## src/rtl/core/vup_pkg.sv

```systemverilog
// ----------------------------------------------------------------------------
// vup_pkg
// Shared types, register codes and constants of the vertex UV projection.
// ----------------------------------------------------------------------------
package vup_pkg;

  // projection modes
  localparam logic [1:0] MODE_PLANAR = 2'd0;
  localparam logic [1:0] MODE_BOX    = 2'd1;
  localparam logic [1:0] MODE_SPHERE = 2'd2;

  // register indexes (byte address / 4)
  localparam logic [1:0] REG_MODE     = 2'd0;
  localparam logic [1:0] REG_SCALE    = 2'd1;
  localparam logic [1:0] REG_OFFSET_U = 2'd2;
  localparam logic [1:0] REG_OFFSET_V = 2'd3;

  localparam int VEC_W = 36;  // CORDIC vector component width
  localparam int ANG_W = 35;  // angle width, radians Q2.30

  localparam logic signed [ANG_W-1:0] PI_Q30     = 35'sd3373259426;
  localparam logic signed [32:0]      INV_PI_Q32 = 33'sd1367130551;

  // one step of the digit-by-digit square root
  typedef struct packed {
    logic [63:0] rad;   // radicand bits not yet consumed, top first
    logic [33:0] rem;   // partial remainder
    logic [31:0] root;  // partial root
  } sqrt_t;

  // one CORDIC vector in flight
  typedef struct packed {
    logic signed [VEC_W-1:0] x;
    logic signed [VEC_W-1:0] y;
    logic signed [ANG_W-1:0] ang;
    logic                    zero;  // vector was (0, 0): angle is 0
  } vec_t;

  // per-vertex data that rides alongside the arithmetic chains
  typedef struct packed {
    logic signed [31:0] x;
    logic signed [31:0] y;
    logic signed [31:0] z;
    logic               sph;   // take the spherical result
    logic signed [31:0] pl_u;  // planar or box result
    logic signed [31:0] pl_v;
  } side_t;

  // arctangent of 2^-i in Q2.30, rounded to nearest
  function automatic logic signed [ANG_W-1:0] atan_entry(input int unsigned i);
    logic signed [ANG_W-1:0] r;
    case (i)
      0:       r = 35'sd843314857;
      1:       r = 35'sd497837829;
      2:       r = 35'sd263043837;
      3:       r = 35'sd133525159;
      4:       r = 35'sd67021687;
      5:       r = 35'sd33543516;
      6:       r = 35'sd16775851;
      7:       r = 35'sd8388437;
      8:       r = 35'sd4194283;
      9:       r = 35'sd2097149;
      10:      r = 35'sd1048576;
      default: begin
        if (i <= 30) begin
          r = ANG_W'(longint'(1) << (30 - i));
        end else begin
          r = '0;
        end
      end
    endcase
    return r;
  endfunction

endpackage

```

## src/rtl/core/vup_cordic_cell.sv

```systemverilog
// ----------------------------------------------------------------------------
// vup_cordic_cell
// One vectoring-mode CORDIC rotation; cells chain into an atan2 unit.
// ----------------------------------------------------------------------------
module vup_cordic_cell #(
  parameter int STEP = 0
) (
  input  logic          clk,
  input  logic          en,
  input  vup_pkg::vec_t din,
  output vup_pkg::vec_t dout
);

  localparam logic signed [vup_pkg::ANG_W-1:0] ATAN = vup_pkg::atan_entry(STEP);

  logic signed [vup_pkg::VEC_W-1:0] dx;
  logic signed [vup_pkg::VEC_W-1:0] dy;

  always_comb begin
    dx = din.y >>> STEP;
    dy = din.x >>> STEP;
  end

  // rotate toward the x axis, accumulate the angle
  always_ff @(posedge clk) begin
    if (en) begin
      if (din.y >= 0) begin
        dout.x   <= din.x + dx;
        dout.y   <= din.y - dy;
        dout.ang <= din.ang + ATAN;
      end else begin
        dout.x   <= din.x - dx;
        dout.y   <= din.y + dy;
        dout.ang <= din.ang - ATAN;
      end
      dout.zero <= din.zero;
    end
  end

endmodule

```

## config.mk

```make
export PLATFORM = sky130hd
export DESIGN_NAME = vup_cordic_cell
export DESIGN_NICKNAME = d
export VERILOG_FILES = /design/src/rtl/core/vup_pkg.sv /design/src/rtl/core/vup_cordic_cell.sv
export SDC_FILE = /design/constraint.sdc
export NUM_CORES = 1
export LEC_CHECK = 0
export ABC_AREA = 1
export CORE_UTILIZATION = 40
export CTS_CLUSTER_DIAMETER = 40
export DETAILED_ROUTE_END_ITERATION = 8
export DONT_BUFFER_PORTS = 1
export GPL_TIMING_DRIVEN = 0
export HOLD_SLACK_MARGIN = 0.15
export PLACE_DENSITY = 0.53
export SYNTH_ARGS = -nofsm -noshare
export SYNTH_HDL_FRONTEND = slang
export SYNTH_SLANG_ARGS = --single-unit
```

## constraint.sdc

```tcl
create_clock -name clk -period 2.5 [get_ports clk]
set_input_delay 0.25 -clock clk [delete_from_list [all_inputs] [get_ports clk]]
set_output_delay 0.25 -clock clk [all_outputs]
set_load 0.02 [all_outputs]
```

* Yosys cells after proc, flatten, opt, wreduce, memory -nomap -nowiden *
Cells that the tools add are included.

cells by class
  $add $sub $neg = 5
  mux-type cells = 1
  $lt $le $gt $ge = 1

operators with widths
  cell                                                                                   count
  107-bit two-way mux                                                                    1
  36-bit subtractor                                                                      2
  36-bit adder                                                                           1
  36-bit by 1-bit greater-or-equal comparator with 1-bit output (second input constant)  1
  35-bit by 31-bit adder with 35-bit output (second input constant)                      1
  35-bit by 31-bit subtractor with 35-bit output (second input constant)                 1

word-level totals
  output and inout port bits = 108
  flip-flop bits (word level) = 108
  word-level logic and storage cells = 11
  bits of input ports = 110

* Logic depth before layout (Yosys ltp) *
  word-level depth = 2
  mapped depth = 17
  depth with buffers taken out = 16

* Worst setup path after synthesis *
No wires, ideal clock.

  path kind = input to register
  from = input din[71] in the netlist's numbering
  to = register dout[23] in the netlist's numbering, data pin
  stages = 16
  arrival time = 2.043 ns
  path slack = 0.205 ns
  required time = 2.248 ns
  setup time = 0.252 ns
  path buffers = 3
  cells stage by stage = buf_6 -> inv_2 -> buf_6 -> buf_2 -> ha_1 -> inv_1 -> o21ai_0 -> o21bai_2 -> nand2_1 -> nand2_1 -> nand2_1 -> nand2_1 -> nand2_1 -> nand2_1 -> nand2_1 -> nand2_1

on the way
  longest elaborated chain between the ends = 2

ends and longest elaborated chain
  what                                                           RTL line               source
  from (decl)                                                    vup_cordic_cell.sv:10  input vup_pkg::vec_t din,
  36-bit by 1-bit greater-or-equal comparator with 1-bit output  vup_cordic_cell.sv:27  if (din.y >= 0) begin
  107-bit two-way mux                                            vup_cordic_cell.sv:27
  to (decl)                                                      vup_cordic_cell.sv:11  output vup_pkg::vec_t dout

Every way passes these cells.
A chain may end at the register's enable or synchronous reset.

* Worst setup path after layout *
  from = input din[71] in the netlist's numbering
  to = register dout[35] in the netlist's numbering, data pin

The elaborated chain is that of the path after synthesis.

==> out/qor.txt <==
CTS buffer count - 9
Die X - 187 um
Status - finished with violations
Syn Nets - 2476
Peak Freq - 405 MHz
Period utilization - 98.7%
Area Growth Syn to Fin - 6.60%
Relative slew slack - 25.1%
Number of synthesized flops with an enable pin - 107
Syn avg cell area - 6.11 um2
Yosys cell types - 45
Ys Warns - 0
Via density - 5.31
Reg clk slew, reported paths - 0.08 ns
Failing checks - negative hold slack
Die height - 187 um
WL per Instance - 19.9 um
Row count - 67
Max VDD drop - 367 uV
Full die area - 0.0350 mm2
WP data arrival - 2.62 ns
CTS tree - done
CTS root buffer - clkbuf_16
Final core utilization - 43.4%
Seq. cell area - 0.00321 mm2
Ys flop type - edfxtp_1
Hold Path Depth - 0
Max reg flops - 107
Fin nets - 2489
CP Buf/Inv Count - 3
Starting density of the core - 40.7%
Slew Limit Fails - 0
GRT Residual Overflow - 0
DRC Markers - 0
Vias in the first global route - 14300
Core Area - 0.0336 mm2
Final hold viol count - 5
RSZ-0062 raised after global routing - no
PwrDens - 485 mW/mm2
Synth async-reset ratio - 0%
Global-route wire length before repair - 81400 um
DRT Wirelength - 53900 um
Tightest Pin Transition - 1.12 ns
Gr usage total - 30.9%
# IOs - 218
Largest Register - dout
Final min period - 2.47 ns
FILL cells - 3629
DR iter-0 viols - 952
CP Capture Type - flip-flop
# Post-CTS Setup Buffers - 0
Delay of the slowest critical-path stage - 0.36 ns
PortBufs - 0
ANT nets after route - 0
Top delay family on crit path - compound AO/OA/AOI/OAI gates
Largest net degree at the start of global routing - 108
Multi-input logic area - 0.00880 mm2
CP Launch Type - primary input
Max-cap violation count - 0
Regs by FF count - dout x107
Maximum level of the CTS H-tree - 3
Register area share after synthesis - 23.5%
Critical path required time - 2.65 ns
Layout cells sized above 1 - 5.09%
Synthesized area - 0.0137 mm2
CP Class - primary input to flip-flop
Drt pass-1 iters - 6
Worst path depth - 12
Synthesis-stage register bit count - 107
Clock tree buffer depth - 2
Clock sinks - 107
HPWL Detailed - 45300 um
Most frequent cells in the layout - nand2_1, inv_1, nor2_1
Final setup violation count - 0
Worst-path cell with the longest stage delay - ha_1
WHS - -0.0382 ns
Worst Path Max Fanout - 33
Commonest non-fill, non-tap cell in the layout - nand2_1
Worst-path cell chain - buf_6 -> inv_2 -> buf_8 -> ha_1 -> a21oi_1 -> o21ai_0 -> a21oi_1 -> nand3_1 -> nand2_1 -> nand2_1 -> nand2_1 -> nand2_1
Initial antenna violation count - 0
Vias - 14400
Hold Path Class - primary input to flip-flop
LEAKAGE - 7.58 nW
Hold_buf cts - 3
GPL Wtd Cong - 0.997
Syn Inst Count - 2242
CP most frequent cell - nand2_1
-- what timing repair did --
| item | 4_1_cts | 5_1_grt |
|---|---|---|
| gates resized for setup | 1 | 7 |
| endpoints found under the hold margin | 111 | 107 |
| endpoints found under the setup margin | 21 | 9 |
-- power by group --
group	leakage (nW)	switching (mW)	internal, mW	total, mW
sequential	1.05	0.444	2.34	2.78
clock	0.148	0.780	0.790	1.57
combinational	6.38	1.91	0.819	2.73
-- cell families (layout without fill, tap and decap cells) --
logic type,after synthesis,count (layout),synth area share [%]
AND/OR/NAND/NOR,1237,1237,37.4
buffers and inverters,424,442,12.4
AO/OA/AOI/OAI,302,302,12.0
adder cells (fa/ha/maj),124,124,11.5
flip-flops,107,107,23.5
XOR/XNOR,48,48,3.21
other,0,1,0
-- synthesized netlist by cell type (2+ instances only) --
| cell | number | share of area [%] |
|---|---|---|
| nor4_2 | 2 | 0.18 |
| clkbuf_1 | 9 | 0.25 |
| or2_2 | 6 | 0.27 |
| o211ai_1 | 2 | 0.11 |
| nor3_1 | 11 | 0.40 |
| buf_1 | 5 | 0.14 |
| nor2_2 | 18 | 0.82 |
| o21a_1 | 3 | 0.16 |
| buf_2 | 28 | 1.0 |
| nand3b_1 | 4 | 0.22 |
| a31oi_1 | 4 | 0.18 |
| nand4_1 | 14 | 0.64 |
| fa_1 | 3 | 0.44 |
| ha_1 | 121 | 11 |
| buf_6 | 2 | 0.16 |
| nand2_1 | 738 | 20 |
| nand2_2 | 12 | 0.55 |
| a21oi_1 | 138 | 5.0 |
| o21bai_1 | 32 | 1.8 |
| inv_1 | 365 | 10 |
| o21ai_0 | 102 | 3.7 |
| xnor2_1 | 2 | 0.13 |
| nor2_1 | 236 | 6.5 |
| buf_4 | 5 | 0.27 |
| and2_1 | 4 | 0.18 |
| edfxtp_1 | 107 | 23 |
| nor2_4 | 6 | 0.49 |
| o21ai_1 | 7 | 0.26 |
| nor3_2 | 3 | 0.22 |
| inv_2 | 7 | 0.19 |
| o22ai_1 | 8 | 0.37 |
| xor2_1 | 45 | 2.9 |
| nand3_1 | 181 | 6.6 |
-- cell type report --
class                   instances  area share [%]
plain buffers                  51            2.06
diodes                          1          0.0171
repair buffers                  3           0.206
clock buffers                  10            1.57
inverters                     372            9.56
well taps                     448            3.84
clock inverters                 6           0.480
flip-flops and latches        107            22.0
multi-input cells            1711            60.3
-- routing by layer --
metal | global-route usage (%) | wire length, um | vias to the layer above
met5 | 0 | 0 | -
met4 | 14.4 | 2290 | 0
met3 | 4.73 | 3040 | 114
met2 | 53.5 | 25600 | 521
met1 | 37.5 | 23100 | 6632
li1 | - | - | 7115
-- metrics by stage --
stage          cells  TNS (ns)  total power [mW]  instance area (um2)  setup slack [ns]
6_report        2709         0              7.09                14600            0.0324
2_1_floorplan   2242         0              4.65                13700             0.205
4_1_cts         2708         0              7.09                14600            0.0450
3_3_place_gp    2690    -20.13              5.50                14300             -1.05
3_5_place_dp    2690    -19.30              5.50                14300             -1.01
5_1_grt         2708         0              7.49                14600            0.0106
-- path summary, 6_finish.rpt --
| check | slack [ns] | endpoint | startpoint |
|---|---|---|---|
| worst max-delay path | 0.03 | dout[35] | din[71] |
| worst min-delay path | -0.04 | dout[60] | en |
(Power assumes the default switching activity.)
