==> config.mk <==
export PLATFORM = sky130hd
export DESIGN_NAME = vup_sqrt_cell
export DESIGN_NICKNAME = d
export VERILOG_FILES = /design/src/rtl/core/vup_pkg.sv /design/src/rtl/core/vup_sqrt_cell.sv
export SDC_FILE = /design/constraint.sdc
export NUM_CORES = 1
export LEC_CHECK = 0
export BUFFER_PORTS_ARGS = -buffer_cell sky130_fd_sc_hd__buf_2
export CORE_ASPECT_RATIO = 0.6
export CORE_MARGIN = 1
export CORE_UTILIZATION = 49
export DETAILED_ROUTE_END_ITERATION = 10
export GPL_ROUTABILITY_DRIVEN = 0
export PLACE_DENSITY = 0.79
export SLEW_MARGIN = 10
export SYNTH_ARGS = -nofsm -noshare
export SYNTH_HDL_FRONTEND = slang
export SYNTH_SLANG_ARGS = --single-unit
==> constraint.sdc <==
create_clock -name clk -period 3.6 [get_ports clk]
set_input_delay 0.72 -clock clk [delete_from_list [all_inputs] [get_ports clk]]
set_output_delay 0.72 -clock clk [all_outputs]
set_load 0.05 [all_outputs]
==> src/rtl/core/vup_pkg.sv <==
// ----------------------------------------------------------------------------
// vup_pkg
// Shared types, register codes and constants of the vertex UV projection.
// ----------------------------------------------------------------------------
package vup_pkg;

  // projection modes
  localparam logic [1:0] MODE_PLANAR = 2'd0;
  localparam logic [1:0] MODE_BOX    = 2'd1;
  localparam logic [1:0] MODE_SPHERE = 2'd2;

  // register indexes (byte address / 4)
  localparam logic [1:0] REG_MODE     = 2'd0;
  localparam logic [1:0] REG_SCALE    = 2'd1;
  localparam logic [1:0] REG_OFFSET_U = 2'd2;
  localparam logic [1:0] REG_OFFSET_V = 2'd3;

  localparam int VEC_W = 36;  // CORDIC vector component width
  localparam int ANG_W = 35;  // angle width, radians Q2.30

  localparam logic signed [ANG_W-1:0] PI_Q30     = 35'sd3373259426;
  localparam logic signed [32:0]      INV_PI_Q32 = 33'sd1367130551;

  // one step of the digit-by-digit square root
  typedef struct packed {
    logic [63:0] rad;   // radicand bits not yet consumed, top first
    logic [33:0] rem;   // partial remainder
    logic [31:0] root;  // partial root
  } sqrt_t;

  // one CORDIC vector in flight
  typedef struct packed {
    logic signed [VEC_W-1:0] x;
    logic signed [VEC_W-1:0] y;
    logic signed [ANG_W-1:0] ang;
    logic                    zero;  // vector was (0, 0): angle is 0
  } vec_t;

  // per-vertex data that rides alongside the arithmetic chains
  typedef struct packed {
    logic signed [31:0] x;
    logic signed [31:0] y;
    logic signed [31:0] z;
    logic               sph;   // take the spherical result
    logic signed [31:0] pl_u;  // planar or box result
    logic signed [31:0] pl_v;
  } side_t;

  // arctangent of 2^-i in Q2.30, rounded to nearest
  function automatic logic signed [ANG_W-1:0] atan_entry(input int unsigned i);
    logic signed [ANG_W-1:0] r;
    case (i)
      0:       r = 35'sd843314857;
      1:       r = 35'sd497837829;
      2:       r = 35'sd263043837;
      3:       r = 35'sd133525159;
      4:       r = 35'sd67021687;
      5:       r = 35'sd33543516;
      6:       r = 35'sd16775851;
      7:       r = 35'sd8388437;
      8:       r = 35'sd4194283;
      9:       r = 35'sd2097149;
      10:      r = 35'sd1048576;
      default: begin
        if (i <= 30) begin
          r = ANG_W'(longint'(1) << (30 - i));
        end else begin
          r = '0;
        end
      end
    endcase
    return r;
  endfunction

endpackage

==> src/rtl/core/vup_sqrt_cell.sv <==
// ----------------------------------------------------------------------------
// vup_sqrt_cell
// One result bit of the floor square root; cells chain into a full root.
// ----------------------------------------------------------------------------
module vup_sqrt_cell (
  input  logic           clk,
  input  logic           en,
  input  vup_pkg::sqrt_t din,
  output vup_pkg::sqrt_t dout
);

  logic [35:0] cand;
  logic [35:0] trial;
  logic [35:0] diff;
  logic        take;

  // bring in two radicand bits and try the next root bit
  always_comb begin
    cand  = {din.rem, din.rad[63:62]};
    trial = {2'b00, din.root, 2'b01};
    diff  = cand - trial;
    take  = (cand >= trial);
  end

  // advance one bit
  always_ff @(posedge clk) begin
    if (en) begin
      dout.rad  <= {din.rad[61:0], 2'b00};
      dout.rem  <= take ? diff[33:0] : cand[33:0];
      dout.root <= {din.root[30:0], take};
    end
  end

endmodule

* Word level (Yosys, flattened, before mapping)
Index checks and enable logic that the tools add are counted.
Widths: inputs -> output; s select.
** Storage, ports and cells
- Flip-flop bits (word level) :: 128
- Bits of input ports :: 132
- Output and inout bits :: 130
** Operators by class
- Add/subtract/negate cells :: 1
- $lt $le $gt $ge :: 1
- Muxes and demuxes :: 1
** Operator list (count)
- $ge 36x34->1 :: 1
- $mux 34 :: 1
- $sub 34x34->34 :: 1

* Logic depth before layout (Yosys ltp)
Gate-level depths: netlist of run 1.
- Depth in word-level cells :: 2
- Gate-level depth with buffers :: 13

* Worst setup path before layout of run 1
No wires, ideal clock.
- Path type :: input to register
- From :: input din[9] (netlist name)
- To :: register dout[59] (netlist name) (data pin)
- Data arrival time :: 2.719 ns
- Data required time :: 3.340 ns
- Path slack :: 0.621 ns
- Stages :: 10
- Path buffers :: 0
- Cells stage by stage :: inv_1 > ha_1 > a21o_1 > a31o_1 > a211oi_4 > o211ai_2 > a21bo_2 > mux2i_1 > o221ai_1 > mux2_4
** On the way
- Cells in the longest elaborated chain, start to end :: 2
** Ends and longest elaborated chain
- start, declared :: RTL line vup_sqrt_cell.sv:8 : input vup_pkg::sqrt_t din,
- $sub 34x34->34 or $ge 36x34->1 (tied branches) :: RTL line vup_sqrt_cell.sv:21, vup_sqrt_cell.sv:22
- $mux 34 (*) :: RTL line vup_sqrt_cell.sv:29 : dout.rem <= take ? diff[33:0] : cand[33:0];
- end, declared :: RTL line vup_sqrt_cell.sv:9 : output vup_pkg::sqrt_t dout
Every way passes the cells marked *; elsewhere a longest branch is shown, timed or not.
A chain may end at the register's enable or synchronous reset.

* Final worst setup path of run 1
- From :: input din[3] (netlist name)
- To :: register dout[58] (netlist name) (data pin)
The elaborated chain is that of the path after synthesis.

==> results of run 1 <==
==> final timing paths <==
check	slack, ps	to	startpoint	depth (start not counted)
max	570	dout[58]	din[3]	11
min	480	dout[81]	din[79]	1
==> cells in the mapped netlist, drive strengths merged, types with 2 or more instances <==
library cell	n	share of area, %
o21a	3	0.36
o221ai	2	0.28
xnor2	14	1.9
nand3	6	0.48
nand4	7	0.79
a211oi	2	0.44
mux2i	4	0.63
xor2	13	1.8
a21o	20	2.4
clkbuf	7	0.61
buf	9	0.89
a21boi	2	0.24
nor2	18	1.1
a21oi	28	2.2
a31o	2	0.28
o31a	2	0.28
o41ai	3	0.77
o21ai	46	3.7
o211ai	3	0.44
edfxtp	128	61
nor3	10	0.79
o31ai	5	0.67
nand2	58	3.4
ha	34	6.7
nand2b	5	0.50
inv	42	2.5
and2	5	0.53
a31oi	5	0.73
and3	5	0.55
==> power by group <==
part	leakage [nW]	switching, W	internal (W)
clock network	0.307	0.000667	0.00117
registers	1.25	0.0000387	0.00183
logic	2.23	0.000914	0.000338
total	3.79	0.00162	0.00333
==> stage by stage <==
step | setup slack (ps) | instances
2_1_floorplan | 621 | 508
3_3_place_gp | 248 | 921
3_5_place_dp | 242 | 921
4_1_cts | 609 | 953
5_1_grt | 469 | 953
6_report | 573 | 953
==> routing by layer <==
metal	part of all wire, %	up-vias
met1	45	2336
met2	47	211
li1	-	2406
met5	0	-
met3	7.6	15
met4	1.0	0
==> kinds of logic (layout without fill, tap and decap cells) <==
family | after synthesis | count (layout)
compound gates | 133 | 133
flops | 128 | 128
simple gates | 120 | 120
buf+inv | 59 | 339
fa+ha+maj | 34 | 34
xor+xnor | 27 | 27
mux | 5 | 5
other cells | 1 | 2
==> area by class of cell <==
type	instances	share of cell area (%)
clock buffer	17	5.05
multi-input combinational	321	26.3
clock inverter	15	2.45
inverter	43	1.93
sequential	128	45.6
timing repair buffer	264	16.2
tap	165	2.45
==> cells in the final DEF (no fill, tap or decap), types with 4 or more instances in the layout <==
cell / netlist / layout
o21ai_0: 41 / 41
o31ai_1: 4 / 4
inv_6: 0 / 5
nand4_1: 6 / 6
inv_1: 42 / 42
buf_2: 6 / 258
a21o_1: 19 / 19
nand3_1: 6 / 6
mux2i_1: 4 / 4
nand2b_1: 5 / 5
a31oi_1: 4 / 4
nor2_1: 18 / 18
xor2_1: 13 / 13
nor3_1: 10 / 10
ha_1: 34 / 34
xnor2_1: 14 / 14
a21oi_1: 28 / 28
o21ai_1: 4 / 4
clkbuf_16: 0 / 17
edfxtp_1: 128 / 128
nand2_1: 58 / 58
bufinv_16: 0 / 4
==> critical path, stage by stage <==
cell	delay, ps
buf_2	90
inv_1	40
ha_1	360
a21o_1	240
or3_1	310
o21a_1	250
a311oi_2	420
o21ai_2	190
a31oi_4	250
mux2i_1	110
a31o_1	200
==> results by group, run 1 <==
Routing
  – Wire length per cell: between 15 and 20 um
  – Via count: 4968
  – Pre-Repair DR Iteration Count: 5
  – Number of DRC markers in iteration 0: about 330
  – Vias/cell: roughly 5.2
  – WL final: roughly 16000 um
  – ANT nets after route: 0
  – Residual DRC: 0

Synth
  – Sequential area share after synthesis: around three fifths
  – Multiplexer area fraction after synthesis: less than 1%
  – Netlist cell types: between 60 and 70
  – Synth async-reset ratio: 0%
  – Number of synthesized flops with an enable pin: approximately 130
  – Largest family of logic cells by synthesized area: compound AO/OA/AOI/OAI gates
  – Avg Cell Area, Syn: between 10 and 15 um^2
  – Post-Synthesis Cells: 507
  – Post-Synth Simple-Gate Area: around 8.9%
  – Yosys reg bits: between 100 and 150
  – Post-Syn Area: 0.00631 mm^2
  – Synth warn: 0
  – Ys flop type: edfxtp_1
  – Post-Synth Adder-Cell Area: 6.74%
  – Post-Synth XOR/XNOR Area: under 10%
  – Compound-Gate Fraction of Synth Area: 14.8%

Global routing
  – Vias in the first global route: slightly above 5000
  – GRT met1 Usage: 32.8%
  – GRT Total Usage: around a quarter
  – Gr ovfl total: 0
  – Largest net degree at the start of global routing: a little under 80
  – Busiest grt layer: met2
  – Initial antenna violation count: 0
  – Met3 usage: between 5 and 6%
  – First-pass GRT wire length: ~25000 um
  – Met2 Track Usage GR: around two fifths

Hold path
  – Hold crit path type: primary input to flop

Place
  – Port-buffer cells: ~260
  – Area of placed instances: 0.00780 mm^2
  – Post-DP HPWL: 12000 um

STA
  – # setup viols final: 0
  – Final setup TNS: 0 ps
  – Final hold vios: 0
  – Slew @ Worst Pin: approximately 670 ps
  – Minimum clock period: between 3000 and 4000 ps
  – Final slew viol count: 0
  – Hold WS: just under 500 ps
  – Fin crit share: 84.1%
  – Max_slew headroom: roughly 55%
  – Fmax: 0.330 GHz
  – RSZ-0062 raised after global routing: false

Run status
  – Status: finished clean

Power and ir drop
  – PD cells: approximately 600 mW/mm^2
  – Lkg Pwr: between 3 and 4 nW
  – Total power: between 0.004 and 0.005 W
  – Peak supply drop: between 0.2 and 0.3 mV

Layout
  – Multi-input gate area: about 0.0022 mm^2
  – Diodes inserted: 0
  – Post-route cell area: 0.00843 mm^2
  – Top reg by flops: dout
  – Register area: between 0.003 and 0.004 mm^2
  – Largest registers: dout: 128 flops
  – Max FFs per register: approximately 130
  – Layout cell share with drive strength beyond 1: approximately two fifths
  – FILL cells: 939
  – Nets: roughly 940
  – Area added between synthesis and finish: 33.5%
  – Post-Route Utilization: between 60% and 70%

Clock network
  – Hold Buf Count CTS: 0
  – H-tree depth: 4
  – Num CTS Buffers: 17
  – Post-CTS Resized: 0
  – CTS Buffer Depth: 2
  – Root buffer cell: clkbuf_16
  – CTS sink count: 128
  – CTS tree: yes
  – CTS clk-pin slew, worst paths: approximately 60 ps
  – Postcts setup bufs: 0

Die
  – Core Area: ~0.012 mm^2
  – Io pins: between 200 and 300
  – Starting Density: about half
  – Row count: 31
  – DIE HEIGHT: 89.9 um
  – Die Area: approximately 0.013 mm^2
  – Die X: 149 um

Flow run
  – Max-cap violations: 0

Setup path
  – Arrival time at the worst endpoint: 3190 ps
  – Crit-path max FO: 6
  – Worst setup EP type: flop
  – WS Path Type: primary input to flop
  – Nature of the critical path startpoint: primary input
  – Req. time, crit path: roughly 3800 ps
Power figures use the tool's default switching activity.
==> run 2, diff against run 1 <==
clock period = 3.1 ns   (was 3.6 ns; I/O delays follow)
==> results by group, run 2 (synthesis gave the netlist of run 1 again) <==
Run status
  – Status: finished clean

Routing
  – Wire length per cell: between 15 and 20 um
  – Pre-Repair DR Iteration Count: 5
  – WL final: ~17000 um
  – ANT nets after route: 0
  – Via count: around 5200
  – Number of DRC markers in iteration 0: approximately 370
  – Residual DRC: 0
  – Vias/cell: approximately 5.3

Place
  – Port-buffer cells: between 200 and 300
  – Area of placed instances: roughly 0.008 mm^2
  – Post-DP HPWL: ~13000 um
  – DP Cell Count: 953

Power and ir drop
  – Clk network pwr share: about a third
  – Reg power frac: approximately two fifths
  – Lkg Pwr: 3.91 nW
  – Comb pwr share: between 20% and 30%
  – Peak supply drop: 0.360 mV
  – Internal cell power: around 0.0037 W
  – Psw: between 0.0015 and 0.002 W
  – PD cells: between 600 and 700 mW/mm^2
  – Switching Share: 34.6%

Global routing
  – Busiest grt layer: met2
  – Initial antenna violation count: 0
  – GRT met1 Usage: between 30 and 40%
  – First-pass GRT wire length: 26900 um
  – GRT Total Usage: between 20% and 30%
  – Met3 usage: between 6 and 7%
  – Met2 Track Usage GR: between 40% and 50%
  – Vias in the first global route: 5289
  – Gr ovfl total: 0
  – Largest net degree at the start of global routing: 56

Setup path
  – WS Path Type: primary input to flop
  – Worst setup EP type: flop
  – Delay-heaviest family, CP: compound AO/OA/AOI/OAI gates
  – Slowest stage cell, crit path: a2111oi_4
  – CP cell instances: buf_2, inv_1, ha_1, o21ai_1, a22oi_2, o2111ai_2, a2111oi_4, o41ai_2, buf_4, and4b_1, o41ai_2
  – CP max stage delay: 430 ps
  – Most frequent CP cell: o41ai_2
  – Critical Path Stages: 11
  – Arrival time at the worst endpoint: 3080 ps
  – Req. time, crit path: between 3000 and 4000 ps
  – CP bufs+invs: 3
  – Crit-path max FO: 5
  – Nature of the critical path startpoint: primary input

Layout
  – Commonest non-fill, non-tap cell in the layout: buf_2
  – Multi-input gate area: between 0.002 and 0.0025 mm^2
  – Post-Route Utilization: between 70% and 80%
  – Most frequent cells in the layout: buf_2 (258), edfxtp_1 (128), nand2_1 (58), inv_1 (42), o21ai_0 (41)
  – Area added between synthesis and finish: 36.3%
  – Top reg by flops: dout
  – Largest registers: dout: 128 flops
  – Nets: between 900 and 1000
  – Max FFs per register: roughly 130
  – FILL cells: between 800 and 900
  – Layout cell share with drive strength beyond 1: between 40% and 50%
  – Register area: about 0.0038 mm^2
  – Layout Cells excl Fill: 985
  – Post-route cell area: 0.00861 mm^2
  – Diodes inserted: 0

Hold path
  – Min-delay src: din[116]
  – WHS Path Cells: 1
  – Hold Path Sink: dout[118]
  – Hold crit path type: primary input to flop

STA
  – Slew @ Worst Pin: 528 ps
  – # setup viols final: 0
  – Final slew viol count: 0
  – Fmax: roughly 0.35 GHz
  – Final hold vios: 0
  – Minimum clock period: between 2000 and 3000 ps
  – Max_slew headroom: between 60 and 70%
  – RSZ-0062 raised after global routing: false
  – Fin crit share: approximately 93%
  – Final setup TNS: 0 ps
  – Hold WS: about 370 ps

Clock network
  – Hold Buf Count CTS: 0
  – CTS tree: yes
  – CTS sink count: 128
  – Root buffer cell: clkbuf_16
  – Postcts setup bufs: 0
  – CTS Buffer Depth: 2
  – H-tree depth: 4
  – Post-CTS Resized: 0
  – Num CTS Buffers: 17
  – CTS clk-pin slew, worst paths: 60 ps

Die
  – Io pins: 262
  – Row count: 31
  – DIE HEIGHT: approximately 90 um
  – Core Area: 0.0123 mm^2
  – Die X: 149 um
  – Die Area: about 0.013 mm^2
  – Starting Density: ~51%

Flow run
  – Max-cap violations: 0
-- run 2: cell count changes in the layout (fill, tap and decap cells not counted), sizes merged --
cell      previous run  this run
clkinv               6         5
clkinvlp             1         2
bufinv               4         1
inv                 47        50
buf                264       296
-- run 2: worst max-delay path by stage --
stage                       from       end  slack (ps)
after detailed placement  din[0]  dout[65]        -100
final                     din[0]  dout[65]         230
after CTS                 din[8]  dout[58]         280
after global placement    din[3]  dout[58]          10
after floorplan           din[9]  dout[59]         220
after global routing      din[8]  dout[65]         110
-- run 2: final cells by class --
| type | count | area share, % |
|---|---|---|
| multi-input combinational | 321 | 25.8 |
| sequential | 128 | 44.7 |
| clock inverter | 15 | 1.69 |
| tap | 165 | 2.40 |
| inverter | 43 | 1.89 |
| clock buffer | 17 | 4.94 |
| timing repair buffer | 296 | 18.7 |
-- run 2: through the flow --
step | total power, W | setup slack, ps
2_1_floorplan | 0.00325 | 221
3_3_place_gp | 0.00367 | 10.4
3_5_place_dp | 0.00371 | -102
4_1_cts | 0.00565 | 281
5_1_grt | 0.00583 | 112
6_report | 0.00563 | 231
-- run 2: power by group through the flow --
stage | registers [W] | clock network, W | logic [W]
final | 0.00217 | 0.00194 | 0.00152
after global routing | 0.00218 | 0.00204 | 0.00161
after CTS | 0.00217 | 0.00196 | 0.00152
after detailed placement | 0.00220 | 0 | 0.00150
after global placement | 0.00220 | 0 | 0.00147
after floorplan | 0.00282 | 0 | 0.000428
-- run 2: routing by layer --
layer	part of all wire, %	vias to the layer above
li1	-	2466
met5	0	-
met3	8.8	37
met2	47	277
met4	1.9	0
met1	42	2407
