### src/rtl/core/vup_pkg.sv
// ----------------------------------------------------------------------------
// vup_pkg
// Shared types, register codes and constants of the vertex UV projection.
// ----------------------------------------------------------------------------
package vup_pkg;

  // projection modes
  localparam logic [1:0] MODE_PLANAR = 2'd0;
  localparam logic [1:0] MODE_BOX    = 2'd1;
  localparam logic [1:0] MODE_SPHERE = 2'd2;

  // register indexes (byte address / 4)
  localparam logic [1:0] REG_MODE     = 2'd0;
  localparam logic [1:0] REG_SCALE    = 2'd1;
  localparam logic [1:0] REG_OFFSET_U = 2'd2;
  localparam logic [1:0] REG_OFFSET_V = 2'd3;

  localparam int VEC_W = 36;  // CORDIC vector component width
  localparam int ANG_W = 35;  // angle width, radians Q2.30

  localparam logic signed [ANG_W-1:0] PI_Q30     = 35'sd3373259426;
  localparam logic signed [32:0]      INV_PI_Q32 = 33'sd1367130551;

  // one step of the digit-by-digit square root
  typedef struct packed {
    logic [63:0] rad;   // radicand bits not yet consumed, top first
    logic [33:0] rem;   // partial remainder
    logic [31:0] root;  // partial root
  } sqrt_t;

  // one CORDIC vector in flight
  typedef struct packed {
    logic signed [VEC_W-1:0] x;
    logic signed [VEC_W-1:0] y;
    logic signed [ANG_W-1:0] ang;
    logic                    zero;  // vector was (0, 0): angle is 0
  } vec_t;

  // per-vertex data that rides alongside the arithmetic chains
  typedef struct packed {
    logic signed [31:0] x;
    logic signed [31:0] y;
    logic signed [31:0] z;
    logic               sph;   // take the spherical result
    logic signed [31:0] pl_u;  // planar or box result
    logic signed [31:0] pl_v;
  } side_t;

  // arctangent of 2^-i in Q2.30, rounded to nearest
  function automatic logic signed [ANG_W-1:0] atan_entry(input int unsigned i);
    logic signed [ANG_W-1:0] r;
    case (i)
      0:       r = 35'sd843314857;
      1:       r = 35'sd497837829;
      2:       r = 35'sd263043837;
      3:       r = 35'sd133525159;
      4:       r = 35'sd67021687;
      5:       r = 35'sd33543516;
      6:       r = 35'sd16775851;
      7:       r = 35'sd8388437;
      8:       r = 35'sd4194283;
      9:       r = 35'sd2097149;
      10:      r = 35'sd1048576;
      default: begin
        if (i <= 30) begin
          r = ANG_W'(longint'(1) << (30 - i));
        end else begin
          r = '0;
        end
      end
    endcase
    return r;
  endfunction

endpackage

### src/rtl/core/vup_norm_cell.sv
// ----------------------------------------------------------------------------
// vup_norm_cell
// One stage of the CORDIC input normalizer: shifts up by a fixed power of two.
// ----------------------------------------------------------------------------
module vup_norm_cell #(
  parameter int SHIFT = 16
) (
  input  logic          clk,
  input  logic          en,
  input  vup_pkg::vec_t din,
  output vup_pkg::vec_t dout
);

  logic signed [vup_pkg::VEC_W-1:0] ay;
  logic signed [vup_pkg::VEC_W-1:0] mag;
  logic                             small_mag;

  // shift when the larger magnitude stays below 2^32 after the shift
  always_comb begin
    ay        = (din.y < 0) ? -din.y : din.y;
    mag       = (din.x > ay) ? din.x : ay;
    small_mag = ((mag >>> (32 - SHIFT)) == 0) && !din.zero;
  end

  always_ff @(posedge clk) begin
    if (en) begin
      dout.x    <= small_mag ? (din.x <<< SHIFT) : din.x;
      dout.y    <= small_mag ? (din.y <<< SHIFT) : din.y;
      dout.ang  <= din.ang;
      dout.zero <= din.zero;
    end
  end

endmodule

### config.mk
export PLATFORM = sky130hd
export DESIGN_NAME = vup_norm_cell
export DESIGN_NICKNAME = d
export VERILOG_FILES = /design/src/rtl/core/vup_pkg.sv /design/src/rtl/core/vup_norm_cell.sv
export SDC_FILE = /design/constraint.sdc
export NUM_CORES = 1
export LEC_CHECK = 0
export ABC_AREA = 0
export BUFFER_PORTS_ARGS = -buffer_cell sky130_fd_sc_hd__buf_2
export CAP_MARGIN = 20
export CORE_MARGIN = 2
export CORE_UTILIZATION = 30
export CTS_CLUSTER_SIZE = 25
export DETAILED_ROUTE_END_ITERATION = 8
export PLACE_DENSITY = 0.56
export SKIP_CTS_REPAIR_TIMING = 1
export SLEW_MARGIN = 0
export SYNTH_ARGS = -nofsm -noshare
export SYNTH_HDL_FRONTEND = slang
export SYNTH_SLANG_ARGS = --single-unit
export TNS_END_PERCENT = 10
### constraint.sdc
create_clock -name clk -period 14.3 [get_ports clk]
set_input_delay 2.86 -clock clk [delete_from_list [all_inputs] [get_ports clk]]
set_output_delay 2.86 -clock clk [all_outputs]
set_load 0.02 [all_outputs]
======== After elaboration in Yosys (flattened, before gate mapping) ========
Cells that the tools add are included.
word-level totals
  register bits after elaboration ......... 108
  input port bits ......................... 110
  output and inout port bits .............. 108
cells by class
  add/sub/neg operators ................... 1
  order comparisons ....................... 2
  multiplexer cells ....................... 4
  reduce and logical (&&, ||, !) cells .... 3
operator list
  kind                 count
  $mux 36              4
  $gt 36x36->1         1
  $logic_not 36->1     1
  $lt 36x1->1 const B  1
  $neg 36->36          1
  $logic_and 1x1->1    1
  $logic_not 1->1      1

======== Longest topological paths before layout ========
Gate-level depths: netlist of the first run.
  depth in word-level cells ............... 7
  gate-level depth with buffers ........... 19

======== Worst setup path before layout of the first run ========
Ideal clock, no wire load.
  path type ............................... in2reg
  from .................................... input port din[43] (netlist name)
  to ...................................... register dout[88] (netlist name), data pin
  buffers on the path ..................... 3
  path slack .............................. 7459 ps
  data arrival time ....................... 6584 ps
  cell stages on the path ................. 16
  cell sequence ........................... or4_1 buf_2 or3_1 buf_2 o41ai_1 xor2_1 ha_1 a21oi_1 o21ai_0 a221o_1 a221o_1 a21oi_1 o2111ai_1 or4_1 buf_2 o2bb2ai_1
between the ends
  cells in the longest elaborated chain, start to end .. 7
ends and longest elaborated chain
  what                                        line                 RTL
  from (decl)                                 vup_norm_cell.sv:10  input vup_pkg::vec_t din,
  $neg 36->36 or $lt 36x1->1 (tied branches)  vup_norm_cell.sv:20  ay = (din.y < 0) ? -din.y : din.y;
  $mux 36 (*)                                 vup_norm_cell.sv:20
  $gt 36x36->1                                vup_norm_cell.sv:21  mag = (din.x > ay) ? din.x : ay;
  $mux 36 (*)                                 vup_norm_cell.sv:21
  $logic_not 36->1 (*)                        vup_norm_cell.sv:22  small_mag = ((mag >>> (32 - SHIFT)) == 0) && !din.zero;
  $logic_and 1x1->1 (*)                       vup_norm_cell.sv:22
  $mux 36 (*)                                 vup_norm_cell.sv:27  dout.x <= small_mag ? (din.x <<< SHIFT) : din.x;
  to (decl)                                   vup_norm_cell.sv:11  output vup_pkg::vec_t dout
Mark *: on every way between the ends. The rest lies on a longest branch, timed or not.
A chain may end at the register's enable or synchronous reset.

======== Final worst setup path of the first run ========
  from .................................... input port din[43] (netlist name)
  to ...................................... register dout[98] (netlist name), data pin
The elaborated chain is that of the path after synthesis.

==> impl_metrics.env, run 1 <==
export IMPL_cts_sinks=108
export IMPL_die_w_um=148
export IMPL_drtAntennaViolNets=0
export IMPL_start_util_pct=30.6
export IMPL_drc_errors=0
export IMPL_portBuffers=217
export IMPL_largest_register_ffs=108
export IMPL_wl_per_cell_um=19.1
export IMPL_synthFlopType="edfxtp_1"
export IMPL_firstDrtPassIters=5
export IMPL_cp_end_kind="register"
export IMPL_outcome="finished clean"
export IMPL_power_per_cell_area_nw_per_um2=101
export IMPL_pre_cts_ws_ps=5740
export IMPL_critical_path_max_fanout=48
export IMPL_grt_max_degree=84
export IMPL_antenna_found_initial=2
export IMPL_syn2layout_area_growth_pct=25.7
export IMPL_yosysWarnings=0
export IMPL_ys_ff_latch=108
export IMPL_drt_total_wl_mm=18.6
export IMPL_hold_path_class="input pin to register"
export IMPL_maxCapViolCount=0
export IMPL_path_delay_family="compound AO/OA/AOI/OAI gates"
export IMPL_drt_vias_per_instance=4.94
export IMPL_max_clock_freq_mhz=121
export IMPL_ys_seq_area_share_pct=52.4
export IMPL_final_common_cell="buf_2"
export IMPL_largestRegisters="dout: 108 flops"
export IMPL_crit_type="input pin to register"
export IMPL_synthCells=496
export IMPL_dp_hpwl_mm=14.6
export IMPL_power_uw=790
export IMPL_nets=847
export IMPL_mostFrequentLayoutCells="buf_2, edfxtp_1, ha_1"
export IMPL_setup_tns_ps=0
export IMPL_grt_pass1_wl_mm=27.4
export IMPL_place_area_sq_um=7490
export IMPL_rsz0062_at_grt="false"
export IMPL_synth_largest_area_cell="edfxtp_1"
export IMPL_crit_buf_inv=2
export IMPL_drv_slew=0
export IMPL_gr_usage_met2_pct=27.8
export IMPL_cts_tree="done"
export IMPL_worstMarginPinSlew_ps=1050
export IMPL_cp_arrival_ps=8370
export IMPL_htreeDepth=3
export IMPL_top_register="dout"
export IMPL_drtIter0Drc=303
export IMPL_design_area_sq_um=7790
export IMPL_synth_top_area_share_pct=52.4
export IMPL_grt_pass1_vias=4567
export IMPL_grt_overflow_total=0
export IMPL_yosys_top_cells_area="edfxtp_1, ha_1, mux2_4, and2_1, xor2_1"
export IMPL_setup_ws_ps=6040
export IMPL_root_buffer="clkbuf_16"
export IMPL_critPathLaunchType="input pin"
export IMPL_finalWeightedCongestion=0.838
export IMPL_required_ps=14410
export IMPL_slowest_delay_ps=840
export IMPL_finalSetupViolCount=0
export IMPL_syn_num_nets=643
export IMPL_min_period_ps=8260
export IMPL_critical_path_cell_chain="buf_2 > or4_1 > or3_1 > o41ai_1 > xor2_1 > ha_1 > a21oi_1 > o21ai_0 > a221o_1 > a221o_1 > a21oi_1 > nor4_1 > a31oi_4 > buf_4 > mux2_2"
export IMPL_io_pins=218
export IMPL_slowest_stage="a31oi_4"
export IMPL_core_sq_um=20200
export IMPL_numCtsBuffers=9
export IMPL_postSynthAreaPerCell_sq_um=12.5
export IMPL_ys_async_sr_fraction_pct=0
export IMPL_syn_cell_area_sq_um=6190
export IMPL_synth_edf_count=108
export IMPL_vias=4820
export IMPL_dieArea_sq_um=21800
export IMPL_max_slew_margin_pct=30.1
export IMPL_grt_util_met1_pct=21.1
export IMPL_clock_path_buffers=2
export IMPL_layout_drive_gt1_share_pct=39.7
export IMPL_rows=52
export IMPL_leakagePower_uw=0.00330
export IMPL_yosysUniqueCellTypes=59
export IMPL_ir_drop_mv=0.0576
export IMPL_gr_usage_met3_pct=4.72
export IMPL_busiest_layer="met2"
export IMPL_hold_viol=0
export IMPL_clk_pin_slew_ps=80
export IMPL_fin_crit_sh_pct=57.7
export IMPL_die_y_um=148
export IMPL_grt_total_usage_pct=16.7
cell type report:
class | instances | area [sq um]
sequential | 108 | 3240
clock inverter | 7 | 66.3
tap | 270 | 338
fill | 2012 | 12400
inverter | 20 | 75.1
antenna | 1 | 2.50
multi-input combinational | 342 | 2730
timing repair buffer | 219 | 1100
clock buffer | 9 | 225
path summary, 6_finish.rpt:
path	start	endpoint	cells past startpoint	slack, ps
worst max-delay path	din[43]	dout[98]	15	6040
worst min-delay path	din[14]	dout[14]	1	2670
report_power, final:
| group | internal (uW) | switching [uW] | total, uW |
|---|---|---|---|
| Combinational | 59.3 | 102 | 161 |
| Sequential | 376 | 5.48 | 381 |
| Clock | 123 | 125 | 248 |
| Total | 558 | 232 | 790 |
metal layers:
metal  share of wire, %  vias to the layer above  wire length, um
met5              0.070                        -               13
li1                   -                     2296                -
met4                2.0                        2              363
met2                 47                      201             8790
met3                8.4                       21             1570
met1                 42                     2300             7850
logic make-up (layout without fill, tap and decap cells):
kind of cell | after synthesis | after routing | share of synthesized area, %
xor gates and xnor gates | 34 | 34 | 4.81
adders and majority gates | 37 | 37 | 7.47
buffers and inverters | 46 | 255 | 3.51
AOI/OAI and AO/OA | 84 | 84 | 10.4
other | 0 | 1 | 0
muxes | 31 | 31 | 7.25
and+or+nand+nor | 156 | 156 | 14.2
DFF | 108 | 108 | 52.4
Yosys cell counts, types with 3 or more instances:
library cell	n
edfxtp_1	108
ha_1	37
and2_1	33
mux2_4	27
nand2_1	26
xor2_1	23
a21oi_1	20
inv_1	19
nor2_1	19
o21ai_0	16
nor3_1	14
clkbuf_1	13
xnor2_1	11
o31ai_1	10
nand4_1	9
nor4_1	8
or3_1	8
nand3_1	7
or4_1	7
buf_2	6
o2bb2ai_2	6
buf_6	5
and3_1	4
o2bb2ai_1	4
a211oi_1	3
a221o_1	3
a31oi_1	3
and4_1	3
mux2_2	3
o41ai_1	3
or2_2	3
metrics by stage:
step,util (%),hold WS (ps),std cells
after floorplan,-,2960,496
after global placement,37.0,3040,959
after detailed placement,37.0,3040,959
after CTS,38.5,2660,975
after global routing,38.5,2660,975
final,38.5,2670,976
Note: power is estimated with default switching activity, not from simulation.
==> run 2: changes to the inputs <==
Settings changed: ABC_AREA 0 to 1, PLACE_DENSITY 0.56 to 0.57.
Clock period 14.3 ns to 7.4 ns, I/O delays scaled along.
==> impl_metrics.env, run 2 <==
export IMPL_outcome="finished clean"
export IMPL_cp_arrival_ps=5510
export IMPL_grt_pass1_vias=5211
export IMPL_htreeDepth=3
export IMPL_synthFlopType="edfxtp_1"
export IMPL_drv_slew=0
export IMPL_rows=52
export IMPL_final_common_cell="nand2_1"
export IMPL_finalWeightedCongestion=0.833
export IMPL_leakagePower_uw=0.00369
export IMPL_core_sq_um=20400
export IMPL_mostFrequentLayoutCells="nand2_1, buf_2, edfxtp_1"
export IMPL_hold_end="dout[10]"
export IMPL_antenna_found_initial=2
export IMPL_synth_compound_area_share_pct=6.94
export IMPL_vias=5557
export IMPL_synth_most_common_cell="nand2_1"
export IMPL_max_slew_margin_pct=32.6
export IMPL_postSynthAreaPerCell_sq_um=8.93
export IMPL_muxShareOfSynthArea_pct=0
export IMPL_nets=1057
export IMPL_max_clock_freq_mhz=185
export IMPL_yosys_top_cells_area="edfxtp_1, nand2_1, ha_1, nand3_1, nor2_1"
export IMPL_drt_vias_per_instance=4.69
export IMPL_crit_type="input pin to register"
export IMPL_drc_errors=0
export IMPL_hold_path_class="input pin to register"
export IMPL_worstMarginPinSlew_ps=1010
export IMPL_hold_viol=0
export IMPL_yosysWarnings=0
export IMPL_dieArea_sq_um=22100
export IMPL_multi_input_area_sq_um=2680
export IMPL_clock_path_buffers=2
export IMPL_wl_per_cell_um=16.8
export IMPL_ys_async_sr_fraction_pct=0
export IMPL_synth_top_area_share_pct=51.7
export IMPL_fin_crit_sh_pct=73.0
export IMPL_ys_seq_area_share_pct=51.7
export IMPL_ys_top_cells_by_count="nand2_1, edfxtp_1, nor2_1"
export IMPL_drtIter0Drc=440
export IMPL_cp_end_kind="register"
export IMPL_fillers=2130
export IMPL_critPathLaunchType="input pin"
export IMPL_yosysUniqueCellTypes=32
export IMPL_largestRegisters="dout: 108 flops"
export IMPL_synthAdderAreaFrac_pct=7.38
export IMPL_dp_hpwl_mm=15.8
export IMPL_synth_largest_area_cell="edfxtp_1"
export IMPL_cts_tree="done"
export IMPL_clk_pin_slew_ps=80
export IMPL_top_register="dout"
export IMPL_syn_num_nets=850
export IMPL_cts_sinks=108
export IMPL_final_util_pct=38.7
export IMPL_grt_overflow_total=0
export IMPL_power_per_cell_area_nw_per_um2=206
export IMPL_maxCapViolCount=0
export IMPL_numCtsBuffers=9
export IMPL_grt_pass1_wl_mm=29.3
export IMPL_portBuffers=217
export IMPL_min_period_ps=5400
export IMPL_setup_tns_ps=0
export IMPL_grt_total_usage_pct=17.6
export IMPL_synthCells=703
export IMPL_io_pins=218
export IMPL_ir_drop_mv=0.108
export IMPL_die_y_um=149
export IMPL_hold_depth=1
export IMPL_die_w_um=149
export IMPL_required_ps=7500
export IMPL_register_area_sq_um=3240
export IMPL_synth_edf_count=108
export IMPL_syn_cell_area_sq_um=6280
export IMPL_grt_max_degree=81
export IMPL_rsz0062_at_grt="false"
export IMPL_hold_start="din[10]"
export IMPL_synthXorXnorAreaFrac_pct=2.09
export IMPL_synth_top_family_by_area="simple AND/OR/NAND/NOR gates"
export IMPL_critical_path_max_fanout=73
export IMPL_largest_register_ffs=108
export IMPL_ys_ff_latch=108
export IMPL_drtAntennaViolNets=0
export IMPL_syn2layout_area_growth_pct=25.6
export IMPL_layout_drive_gt1_share_pct=26.9
export IMPL_finalSetupViolCount=0
export IMPL_drt_total_wl_mm=19.9
export IMPL_root_buffer="clkbuf_16"
export IMPL_start_util_pct=30.8
export IMPL_antennaDiodeCount=0
export IMPL_firstDrtPassIters=5
export IMPL_synthSimpleGateAreaFrac_pct=26.3
[run 2: per-layer routing]
layer,track usage (%),vias to the layer above,wire length (um)
met4,5.29,4,413
met2,29.3,208,9270
met5,0,-,14
met1,22.3,2536,8580
li1,-,2780,-
met3,4.94,29,1650
[run 2: how the worst max path moves through the flow]
stage	slack, ps	from	depth (start not counted)	to
6_report	2000	din[71]	23	dout[61]
5_1_grt	1470	din[71]	23	dout[69]
4_1_cts	2040	din[71]	23	dout[58]
3_5_place_dp	1660	din[71]	23	dout[58]
3_3_place_gp	1830	din[71]	23	dout[65]
2_1_floorplan	3120	din[36]	24	dout[51]
[run 2: power breakdown]
part	internal, uW	switching (uW)	total, uW
logic	116	254	370
registers	740	14.1	754
clock network	271	233	503
total	1130	501	1630
[run 2: kinds of logic (layout without fill, tap and decap cells)]
kind of cell | after synthesis | in the layout
AOI/OAI and AO/OA | 72 | 72
buffers and inverters | 79 | 291
and+or+nand+nor | 392 | 392
DFF | 108 | 108
xor gates and xnor gates | 15 | 15
adders and majority gates | 37 | 37
[run 2: layout make-up]
| cell class | count | share of cell area, % |
|---|---|---|
| inverter | 56 | 2.67 |
| tap | 270 | 4.29 |
| clock inverter | 6 | 1.00 |
| multi-input combinational | 516 | 34.0 |
| clock buffer | 10 | 2.90 |
| timing repair buffer | 219 | 14.0 |
| sequential | 108 | 41.1 |
[run 2: stage by stage]
stage	setup WS [ps]	area (sq um)	std cells	total power [uW]	hold slack, ps
after floorplan	3120	6280	703	988	1580
after global routing	1470	7880	1185	1710	1270
after detailed placement	1660	7580	1169	1140	1660
after CTS	2040	7880	1185	1650	1280
after global placement	1830	7580	1169	1140	1660
final	2000	7880	1185	1630	1300
[run 2: worst max-delay path: stages]
cell and delay, ps:
buf_2 480, inv_1 360, nor2_1 250, inv_1 80, nand3_1 120, o21bai_1 70, and2_1 150, ha_1 300
nand2_1 50, nor2_1 120, nand2_1 60, nor2_1 180, nand3_1 100, nand2_1 80, nor2_1 50, nand2_1 60
nand2_1 40, nand2_1 70, nand2_1 80, nand2_4 530, nand2_4 470, nand2_1 190, nand2_1 60
==> run 3: changes to the inputs <==
Clock period 7.4 ns to 4.6 ns, I/O delays scaled along.
==> impl_metrics.env, run 3 (synthesized netlist as in run 2, its figures left out) <==
export IMPL_design_area_sq_um=7940
export IMPL_portBuffers=217
export IMPL_start_util_pct=30.8
export IMPL_clock_path_buffers=2
export IMPL_root_buffer="clkbuf_16"
export IMPL_fin_crit_sh_pct=89.5
export IMPL_nets=1066
export IMPL_maxCapViolCount=0
export IMPL_drv_slew=0
export IMPL_grt_total_usage_pct=18.1
export IMPL_core_sq_um=20400
export IMPL_hold_viol=0
export IMPL_max_slew_margin_pct=31.9
export IMPL_cts_sinks=108
export IMPL_hold_path_class="input pin to register"
export IMPL_grt_pass1_wl_mm=30.2
export IMPL_critPathLaunchType="input pin"
export IMPL_drtIter0Drc=383
export IMPL_crit_type="input pin to register"
export IMPL_drtAntennaViolNets=0
export IMPL_wl_per_cell_um=16.9
export IMPL_drt_total_wl_mm=20.2
export IMPL_die_w_um=149
export IMPL_drt_vias_per_instance=4.76
export IMPL_leakagePower_uw=0.00372
export IMPL_antenna_found_initial=1
export IMPL_outcome="finished clean"
export IMPL_power_per_cell_area_nw_per_um2=325
export IMPL_syn2layout_area_growth_pct=26.5
export IMPL_critical_path_max_fanout=40
export IMPL_finalSetupViolCount=0
export IMPL_final_common_cell="nand2_1"
export IMPL_worstMarginPinSlew_ps=1020
export IMPL_antennaDiodeCount=0
export IMPL_power_uw=2580
export IMPL_finalWeightedCongestion=0.965
export IMPL_grt_pass1_vias=5473
export IMPL_firstDrtPassIters=5
export IMPL_numCtsBuffers=9
export IMPL_mostFrequentLayoutCells="nand2_1, buf_2, edfxtp_1"
export IMPL_drc_errors=0
export IMPL_place_area_sq_um=7660
export IMPL_grt_overflow_total=0
export IMPL_vias=5685
export IMPL_dp_hpwl_mm=16.1
export IMPL_cts_tree="done"
export IMPL_top_register="dout"
export IMPL_largestRegisters="dout: 108 flops"
export IMPL_final_util_pct=39.0
export IMPL_die_y_um=149
export IMPL_min_period_ps=4120
export IMPL_layout_drive_gt1_share_pct=27.7
export IMPL_setup_tns_ps=0
export IMPL_htreeDepth=3
export IMPL_hold_end="dout[26]"
export IMPL_max_clock_freq_mhz=243
export IMPL_cp_end_kind="register"
export IMPL_required_ps=4700
export IMPL_io_pins=218
export IMPL_grt_max_degree=79
export IMPL_largest_register_ffs=108
export IMPL_clk_pin_slew_ps=80
export IMPL_hold_start="din[26]"
export IMPL_ir_drop_mv=0.162
export IMPL_dieArea_sq_um=22100
export IMPL_rows=52
export IMPL_cp_arrival_ps=4220
export IMPL_hold_depth=1
export IMPL_rsz0062_at_grt="false"
-- run 3: cell types whose count changed in the layout (fill, tap and decap cells not counted) --
cell,delta
clkbuf_1,-1
buf_12,+1
clkinvlp_4,+3
buf_4,+8
bufinv_16,-1
inv_6,-2
clkinv_2,+1
-- run 3: layout make-up --
cell class                 instances  area (sq um)
timing repair buffer             228          1180
fill                            2119         12400
clock inverter                     7          58.8
clock buffer                       9           225
multi-input combinational        516          2680
inverter                          56           210
sequential                       108          3240
tap                              270           338
-- run 3: worst max path at each step --
stage / from / slack, ps / depth (start not counted) / end
floorplan: din[36] / 880 / 24 / dout[51]
global placement: din[43] / 190 / 23 / dout[93]
detailed placement: din[36] / 210 / 26 / dout[58]
CTS: din[37] / 570 / 23 / dout[58]
global route: din[40] / 110 / 25 / dout[61]
finish: din[37] / 480 / 23 / dout[61]
-- run 3: metal layers --
metal  vias up  GRT usage [%]  part of all wire (%)
met5         -              0                 0.035
met4         2           6.48                   2.5
met3        33           4.66                   8.9
met2       247           29.9                    47
met1      2594           22.9                    41
li1       2809              -                     -
-- run 3: worst max-delay path, cell delays in order --
cell     delay, ps
buf_2          120
nor2_1         140
nand2_1        130
nor2_2         230
nand2_1        130
nor2_1         230
nand3_1        200
ha_1           370
nand2_1         80
nor2_1         190
nand2_1         80
nor2_1         200
nand3_1        100
nand2_1         80
nor2_1          50
nand3_1         80
nand2_1         70
nand3_1         70
nand2_1         60
inv_2          140
nand2_4        290
nand2_1        170
nand2_1         60
-- run 3: report_power, final --
group | total [uW] | internal [uW] | switching, uW | leakage [uW]
Combinational | 610 | 196 | 414 | 0.00253
Clock | 754 | 375 | 379 | 0.000131
Sequential | 1210 | 1190 | 23.1 | 0.00106
-- run 3: through the flow --
stage	hold slack, ps	worst slack, ps	cells
after floorplan	1020	882	703
after global placement	1100	192	1178
after detailed placement	1100	212	1178
after CTS	713	566	1194
after global routing	715	108	1194
final	732	482	1194
